### src/hw/rtl/pmst_pkg.sv
// ----------------------------------------------------------------------------
// pmst_pkg
// Types and constants shared by the motif scan modules.
// ----------------------------------------------------------------------------
package pmst_pkg;

  localparam int MAX_MOTIF_WIDTH = 32;
  localparam int MAX_KMER_ORDER  = 3;
  localparam int MAX_ALPHABET    = 4;
  localparam int COL_W           = 5;
  localparam int ROW_W           = 6;
  localparam int ADDR_W          = COL_W + ROW_W;
  localparam int TABLE_DEPTH     = 2048;
  localparam int SCORE_W         = 24;
  localparam int POS_W           = 21;
  localparam int SUM_W           = 34;
  localparam int QUEUE_DEPTH     = 2;

  localparam logic [POS_W-1:0]   MAX_SEQ_LENGTH = 21'd1048576;
  localparam logic signed [SUM_W-1:0] BAD_KMER_SCORE = -34'sd999999;
  localparam logic signed [SUM_W-1:0] SUM_MAX = 34'sd2147483647;
  localparam logic signed [SUM_W-1:0] SUM_MIN = -34'sd2147483648;

  typedef enum logic [1:0] {
    CFG_THRESHOLD = 2'd0,
    CFG_KMER      = 2'd1,
    CFG_ALPHABET  = 2'd2,
    CFG_WIDTH     = 2'd3
  } cfg_idx_e;

  typedef enum logic {
    KIND_WRITE  = 1'b0,
    KIND_LETTER = 1'b1
  } item_kind_e;

  typedef enum logic [1:0] {
    ST_IDLE,
    ST_SUM,
    ST_DRAIN,
    ST_EMIT
  } back_st_e;

  typedef struct packed {
    logic               cmd;
    logic [1:0]         letter_code;
    logic               not_in_alphabet;
    logic               first_of_sequence;
    logic [4:0]         entry_column;
    logic [5:0]         entry_row;
    logic signed [23:0] entry_value;
  } in_item_t;

  typedef struct packed {
    logic [15:0]        sequence_number;
    logic [20:0]        start_pos;
    logic [20:0]        stop_pos;
    logic signed [31:0] window_score;
  } out_item_t;

  typedef struct packed {
    item_kind_e kind;
    in_item_t   item;
  } q_entry_t;

  typedef struct packed {
    logic valid;
    logic take;
  } q_ctrl_t;

  typedef struct packed {
    logic signed [31:0] score_threshold;
    logic [1:0]         kmer_order;
    logic [2:0]         alphabet_size;
    logic [5:0]         motif_width;
  } cfg_t;

endpackage

### src/hw/rtl/pmst_front.sv
// ----------------------------------------------------------------------------
// pmst_front
// Input acceptance, item classification and the short queue to the back end.
// ----------------------------------------------------------------------------
module pmst_front import pmst_pkg::*; (
  input  logic     clk_i,
  input  logic     rst_ni,
  input  logic     push,
  output logic     full,
  input  in_item_t in_i,
  output q_entry_t head_o,
  input  logic     take_i,
  output q_ctrl_t  ctrl_o
);

  q_entry_t   mem_q [QUEUE_DEPTH];
  logic       wr_ptr_q, wr_ptr_d;
  logic       rd_ptr_q, rd_ptr_d;
  logic [1:0] cnt_q, cnt_d;
  logic       do_push, do_pop;

  assign full    = (cnt_q == 2'(QUEUE_DEPTH));
  assign do_push = push && !full;
  assign do_pop  = take_i && (cnt_q != 2'd0);

  always_comb begin
    wr_ptr_d = wr_ptr_q ^ do_push;
    rd_ptr_d = rd_ptr_q ^ do_pop;
    cnt_d    = cnt_q + {1'b0, do_push} - {1'b0, do_pop};
  end

  always_ff @(posedge clk_i or negedge rst_ni) begin
    if (!rst_ni) begin
      wr_ptr_q <= 1'b0;
      rd_ptr_q <= 1'b0;
      cnt_q    <= 2'd0;
    end else begin
      wr_ptr_q <= wr_ptr_d;
      rd_ptr_q <= rd_ptr_d;
      cnt_q    <= cnt_d;
    end
  end

  // classify on entry so the back end decodes one flag
  always_ff @(posedge clk_i) begin
    if (do_push) begin
      mem_q[wr_ptr_q].kind <= in_i.cmd ? KIND_LETTER : KIND_WRITE;
      mem_q[wr_ptr_q].item <= in_i;
    end
  end

  assign head_o       = mem_q[rd_ptr_q];
  assign ctrl_o.valid = (cnt_q != 2'd0);
  assign ctrl_o.take  = do_pop;

endmodule

### config.mk
export PLATFORM = sky130hd
export DESIGN_NAME = pmst_front
export DESIGN_NICKNAME = d
export VERILOG_FILES = /design/src/hw/rtl/pmst_pkg.sv /design/src/hw/rtl/pmst_front.sv
export SDC_FILE = /design/constraint.sdc
export NUM_CORES = 1
export LEC_CHECK = 0
export ABC_AREA = 1
export BUFFER_PORTS_ARGS = -buffer_cell sky130_fd_sc_hd__buf_2
export CORE_UTILIZATION = 39
export DETAILED_ROUTE_END_ITERATION = 6
export MAX_ROUTING_LAYER = met4
export SYNTH_ARGS = -nofsm -noshare
export SYNTH_HDL_FRONTEND = slang
export SYNTH_SLANG_ARGS = --single-unit
### constraint.sdc
create_clock -name clk_i -period 3.86 [get_ports clk_i]
set_input_delay 0 -clock clk_i [delete_from_list [all_inputs] [get_ports clk_i]]
set_output_delay 0 -clock clk_i [all_outputs]
set_load 0.005 [all_outputs]
[Yosys cells after proc, flatten, opt, wreduce, memory -nomap -nowiden]
Memory sizes are Yosys's and may differ from the RTL's.
Index checks and enable logic that the tools add are counted.
Word-level totals
  register bits: 4
  bits in writable memories: 82
  input bits: 44
  output and inout bits: 44
  memories: 1
Cells by class
  add/sub/neg operators: 2
  equal/unequal tests: 1
  multiplexer cells: 3
  bitwise operators: 2
  reduce and logical (&&, ||, !) cells: 4
Memory list
  mem_q: depth 2, width 41, rd ports 1, clocked after memory_dff 0, wr ports 1, line pmst_front.sv:16  | q_entry_t mem_q [QUEUE_DEPTH];
Operators with widths (number)
  $mux W1: 3
  $add A2 B1 Y2: 1
  $eq A2 B2 Y1 const B: 1
  $logic_and A1 B1 Y1: 2
  $reduce_bool A2 Y1: 1
  $sub A2 B1 Y2: 1
  $xor A1 B1 Y1: 2
  $logic_not A1 Y1: 1

[Longest topological paths before layout]
  depth in word-level cells: 5
  depth in mapped cells: 10
  mapped depth without buffers: 10

[Least setup slack after synthesis]
OpenSTA, ideal clock, no wires.
  path type: reg2reg
  start point: register cnt_q[1]
  end point: memory mem_q[1][0] (netlist name), enable pin
  arrival time: 1.641 ns
  path slack: 1.818 ns
  stages on the path, launching flop included: 5
  buffers on the path: 0
  cells stage by stage: dfrtp_1 inv_1 o21ai_0 inv_1 ha_1
Between the ends
  word-level cells in the longest chain between the ends: 5
RTL lines
  start: declaration: line pmst_front.sv:19  | logic [1:0] cnt_q, cnt_d;
  start signal: assignment: line pmst_front.sv:40  | cnt_q <= cnt_d;
  $eq A2 B2 Y1: line pmst_front.sv:22  | assign full = (cnt_q == 2'(QUEUE_DEPTH));
  $logic_not A1 Y1: line pmst_front.sv:23  | assign do_push = push && !full;
  $logic_and A1 B1 Y1: line pmst_front.sv:23
  $mux W1: line pmst_front.sv:46  | if (do_push) begin
  $mux W1 (implied by the code): line pmst_front.sv:48  | mem_q[wr_ptr_q].item <= in_i;
  end: declaration: line pmst_front.sv:16
No other way between the ends.

[Worst setup path in the final report]
  start point: register cnt_q[1]
  end point: memory mem_q[1][33] (netlist name), enable pin
The elaborated chain is that of the path after synthesis.

==> flow_results.xml <==
<?xml version="1.0" encoding="UTF-8"?>
<metrics>
  <group name="run_status">
    <metric name="run_status" unit="">completed</metric>
  </group>
  <group name="setup_path">
    <metric name="crit_end" unit="">mem_q[1][33]</metric>
    <metric name="timing.reg2reg.setup_slack" unit="ns">1.89</metric>
    <metric name="worstSetupStartpointType" unit="">flop</metric>
    <metric name="critical_setup_path_kind" unit="">flop to flop</metric>
    <metric name="cell_class_contributing_the_biggest_share_of_worst_path_delay" unit="">adder cells</metric>
    <metric name="cp.depth" unit="">4</metric>
    <metric name="crit_top_cell" unit="">inv_1</metric>
    <metric name="cp_max_fo" unit="">40</metric>
    <metric name="crit_path_top_delay_cell" unit="">ha_2</metric>
    <metric name="timing.critical_path.from" unit="">cnt_q[1]</metric>
    <metric name="worst-endpoint-arrival" unit="ns">1.93</metric>
    <metric name="rr_startpoint" unit="">cnt_q[1]</metric>
    <metric name="critical_path.max_stage_delay" unit="ns">0.88</metric>
    <metric name="path_cells" unit="">inv_1, o21ai_0, inv_1, ha_2</metric>
    <metric name="critPathCaptureType" unit="">flop</metric>
    <metric name="depth_of_the_worst_register_to_register_path" unit="">4</metric>
    <metric name="worstReg2RegEnd" unit="">mem_q[1][33]</metric>
    <metric name="cp.buffers_inverters" unit="">2</metric>
    <metric name="critical_path_required" unit="ns">3.82</metric>
  </group>
  <group name="synthesis">
    <metric name="synthesis.area_per_instance" unit="um2">13.4</metric>
    <metric name="synthesis.instances" unit="">242</metric>
    <metric name="yosys.area.top_type" unit="">edfxtp_1</metric>
    <metric name="synth.yosys.seq_area_share" unit="%">77.4</metric>
    <metric name="synth_top_cell_area_share" unit="%">74.3</metric>
    <metric name="netlist_top_cells_area" unit="">edfxtp_1 74%, nand2_1 14%, dfrtp_1 3.1%, nand2_2 1.9%, buf_6 1.7%</metric>
    <metric name="postSynthRegisterBits" unit="">84</metric>
    <metric name="yosysWarningCount" unit="">0</metric>
    <metric name="netlist-cell-type-count" unit="">13</metric>
    <metric name="synthesis.nets" unit="">290</metric>
    <metric name="netlist_area" unit="mm2">0.00323</metric>
  </group>
  <group name="route">
    <metric name="total_routed_wirelength" unit="um">5930</metric>
    <metric name="drc" unit="">0</metric>
    <metric name="detailroute.wirelength.met3" unit="um">297</metric>
    <metric name="vias" unit="">2063</metric>
    <metric name="routedLengthMet1" unit="um">2760</metric>
    <metric name="route.antenna.remaining_nets" unit="">0</metric>
    <metric name="met2_length" unit="um">2810</metric>
    <metric name="drt-initial-drc-count" unit="">49</metric>
    <metric name="drt_pre_antenna_iters" unit="">4</metric>
    <metric name="top_layer_used" unit="">met4</metric>
    <metric name="post_drt_wl_per_cell" unit="um">12.4</metric>
    <metric name="routed_via_density" unit="">4.31</metric>
  </group>
  <group name="global_routing">
    <metric name="grt_antenna_before_repair" unit="">0</metric>
    <metric name="grt_first_pass_wirelength" unit="um">9320</metric>
    <metric name="grt_max_degree" unit="">43</metric>
    <metric name="via_count_of_the_first_global_routing_pass" unit="">1967</metric>
    <metric name="global_route.overflow_total" unit="">0</metric>
    <metric name="grt_util_all_layers" unit="%">14.9</metric>
  </group>
  <group name="floorplanning">
    <metric name="die_footprint" unit="mm2">0.00866</metric>
    <metric name="dieWidth" unit="um">93.1</metric>
    <metric name="io_pins" unit="">88</metric>
    <metric name="core_area" unit="mm2">0.00789</metric>
    <metric name="core.rowCount" unit="">32</metric>
    <metric name="initial_core_util" unit="%">41.0</metric>
    <metric name="floorplan.die.height" unit="um">93.1</metric>
  </group>
  <group name="run">
    <metric name="cap_violations" unit="">0</metric>
  </group>
  <group name="power_and_ir_drop">
    <metric name="pd_cells" unit="mW/mm2">653</metric>
    <metric name="internal_power" unit="mW">1.89</metric>
    <metric name="switching_share" unit="%">33.0</metric>
    <metric name="power_switching" unit="mW">0.931</metric>
    <metric name="pwr-share-comb" unit="%">29.7</metric>
    <metric name="worst_ir_drop_vdd" unit="mV">0.315</metric>
    <metric name="report.power.total" unit="mW">2.82</metric>
    <metric name="clockPowerShare" unit="%">21.7</metric>
    <metric name="seq_power_share" unit="%">48.7</metric>
    <metric name="leakage" unit="nW">1.88</metric>
  </group>
  <group name="place">
    <metric name="weighted_congestion_reported_at_the_end_of_routability_driven_placement" unit="">0.678</metric>
    <metric name="placement.setup.worst_slack" unit="ns">1.87</metric>
    <metric name="port-buffer-count" unit="">87</metric>
    <metric name="place_hpwl" unit="um">3380</metric>
    <metric name="placed_cells_incl_taps" unit="">420</metric>
  </group>
  <group name="clocking">
    <metric name="worstSkewPairLatency" unit="ns">0.34</metric>
    <metric name="clock_tree_from_tritoncts" unit="">built</metric>
    <metric name="clock_sinks" unit="">84</metric>
    <metric name="h_tree_level_count" unit="">3</metric>
    <metric name="tritoncts.num_buffers" unit="">9</metric>
    <metric name="max-clock-path-buffers" unit="">2</metric>
    <metric name="post_cts.resized_instances" unit="">0</metric>
    <metric name="clk_root_buffer_cell" unit="">clkbuf_8</metric>
    <metric name="cts.clk_slew.worst_paths" unit="ns">0.08</metric>
  </group>
  <group name="finish">
    <metric name="final_cell_count_no_fill" unit="">479</metric>
    <metric name="layout.nets" unit="">420</metric>
    <metric name="diodes" unit="">0</metric>
    <metric name="share_of_layout_cells_above_drive_strength_1" unit="%">31.0</metric>
    <metric name="area_grow_syn2layout" unit="%">33.7</metric>
  </group>
  <group name="sta">
    <metric name="setup_total_negative_slack" unit="ns">0</metric>
    <metric name="timing.fmax" unit="MHz">507</metric>
    <metric name="worst_pin_slew" unit="ns">1.04</metric>
    <metric name="final-max-slew-violation-count" unit="">0</metric>
    <metric name="timing.final.ws_setup" unit="ns">1.89</metric>
    <metric name="clock-skew-final" unit="ns">0.0117</metric>
    <metric name="slew_limit_headroom" unit="%">30.8</metric>
    <metric name="period_needed" unit="ns">1.97</metric>
    <metric name="rsz_0062_raised_after_global_routing" unit="">no</metric>
    <metric name="hold_viol_final" unit="">0</metric>
    <metric name="hold-worst-slack" unit="ns">0.155</metric>
    <metric name="layout_worst_path_cycle_share" unit="%">51.1</metric>
    <metric name="setup_viol" unit="">0</metric>
  </group>
  <group name="hold_path">
    <metric name="worstHoldPathType" unit="">primary input to flop</metric>
  </group>
</metrics>
==> worst register-to-register path: cells and delay by family, from the launching register on <==
| kind | cells | cell delay [ns] |
|---|---|---|
| buffers and inverters | 2 | 0.20 |
| DFF | 1 | 0.38 |
| adders and majority gates | 1 | 0.88 |
| AOI/OAI and AO/OA | 1 | 0.11 |
==> synth_stat cells <==
cell type  count
nand2_1      119
edfxtp_1      80
nand2_2       10
inv_1          9
buf_4          5
buf_6          5
dfrtp_1        4
ha_1           4
nand3_1        2
buf_8          1
inv_8          1
nor2_1         1
o21ai_0        1
==> repair_timing <==
action,CTS,global route
setup buffers,0,0
hold buffers,43,0
endpoints found under the hold margin,85,0
endpoints found under the setup margin,0,0
==> cell families after synthesis <==
kind of cell	Yosys count	synth area share [%]
simple gates	132	16.2
compound gates	1	0.155
flops	84	77.4
buf+inv	21	4.76
fa+ha+maj	4	1.55
==> final cells by class <==
cell class	count	area [um2]
repair buffers	130	866
fillers	669	3560
multi-input cells	137	583
inverters	10	45.0
flip-flops and latches	84	2500
well taps	102	128
clock inverters	7	76.3
clock buffers	9	124
==> layout by cell type (no fill, tap or decap) <==
cell / synthesis / routed
clkinv_4: 0 / 2
nand2_2: 10 / 10
bufinv_16: 0 / 1
clkbuf_8: 0 / 9
nand3_1: 2 / 2
dlygate4sd3_1: 0 / 43
clkinvlp_4: 0 / 2
buf_2: 0 / 87
nor2_1: 1 / 1
dfrtp_2: 0 / 1
clkinv_2: 0 / 1
ha_1: 4 / 2
inv_8: 1 / 1
edfxtp_1: 80 / 80
inv_6: 0 / 1
dfrtp_1: 4 / 3
nand2_1: 119 / 119
o21ai_0: 1 / 1
ha_2: 0 / 2
inv_1: 9 / 9
==> stage by stage <==
| step | utilization (%) | instance area (um2) |
|---|---|---|
| after floorplan | - | 3230 |
| after global placement | 46.8 | 3690 |
| after detailed placement | 46.8 | 3690 |
| after CTS | 54.8 | 4330 |
| after global routing | 54.8 | 4330 |
| final | 54.8 | 4330 |
==> state kept, by name (all words and copies together), names as in the netlist <==
name	count
cnt_q	2
mem_q	80
rd_ptr_q	1
wr_ptr_q	1
==> how the worst min path moves through the flow <==
stage | from | end | slack [ns] | cells past startpoint
floorplan | rst_ni | cnt_q[0] | -0.30 | 0
global placement | rst_ni | cnt_q[1] | -0.19 | 1
detailed placement | rst_ni | cnt_q[1] | -0.19 | 1
CTS | push | wr_ptr_q | 0.15 | 5
global route | push | wr_ptr_q | 0.19 | 5
finish | push | wr_ptr_q | 0.16 | 5
==> layer usage <==
layer / vias to the layer above / track usage [%]
li1: 1059 / -
met4: 0 / 5.77
met5: - / -
met3: 5 / 3.41
met2: 68 / 23.9
met1: 931 / 18.5
==> power by group through the flow <==
stage	logic [mW]	registers (mW)	clock network, mW
floorplan	0.599	1.32	0
global placement	0.810	1.40	0
detailed placement	0.820	1.40	0
CTS	0.856	1.38	0.626
global route	0.960	1.40	0.669
finish	0.838	1.37	0.612
Power figures use the tool's default switching activity.
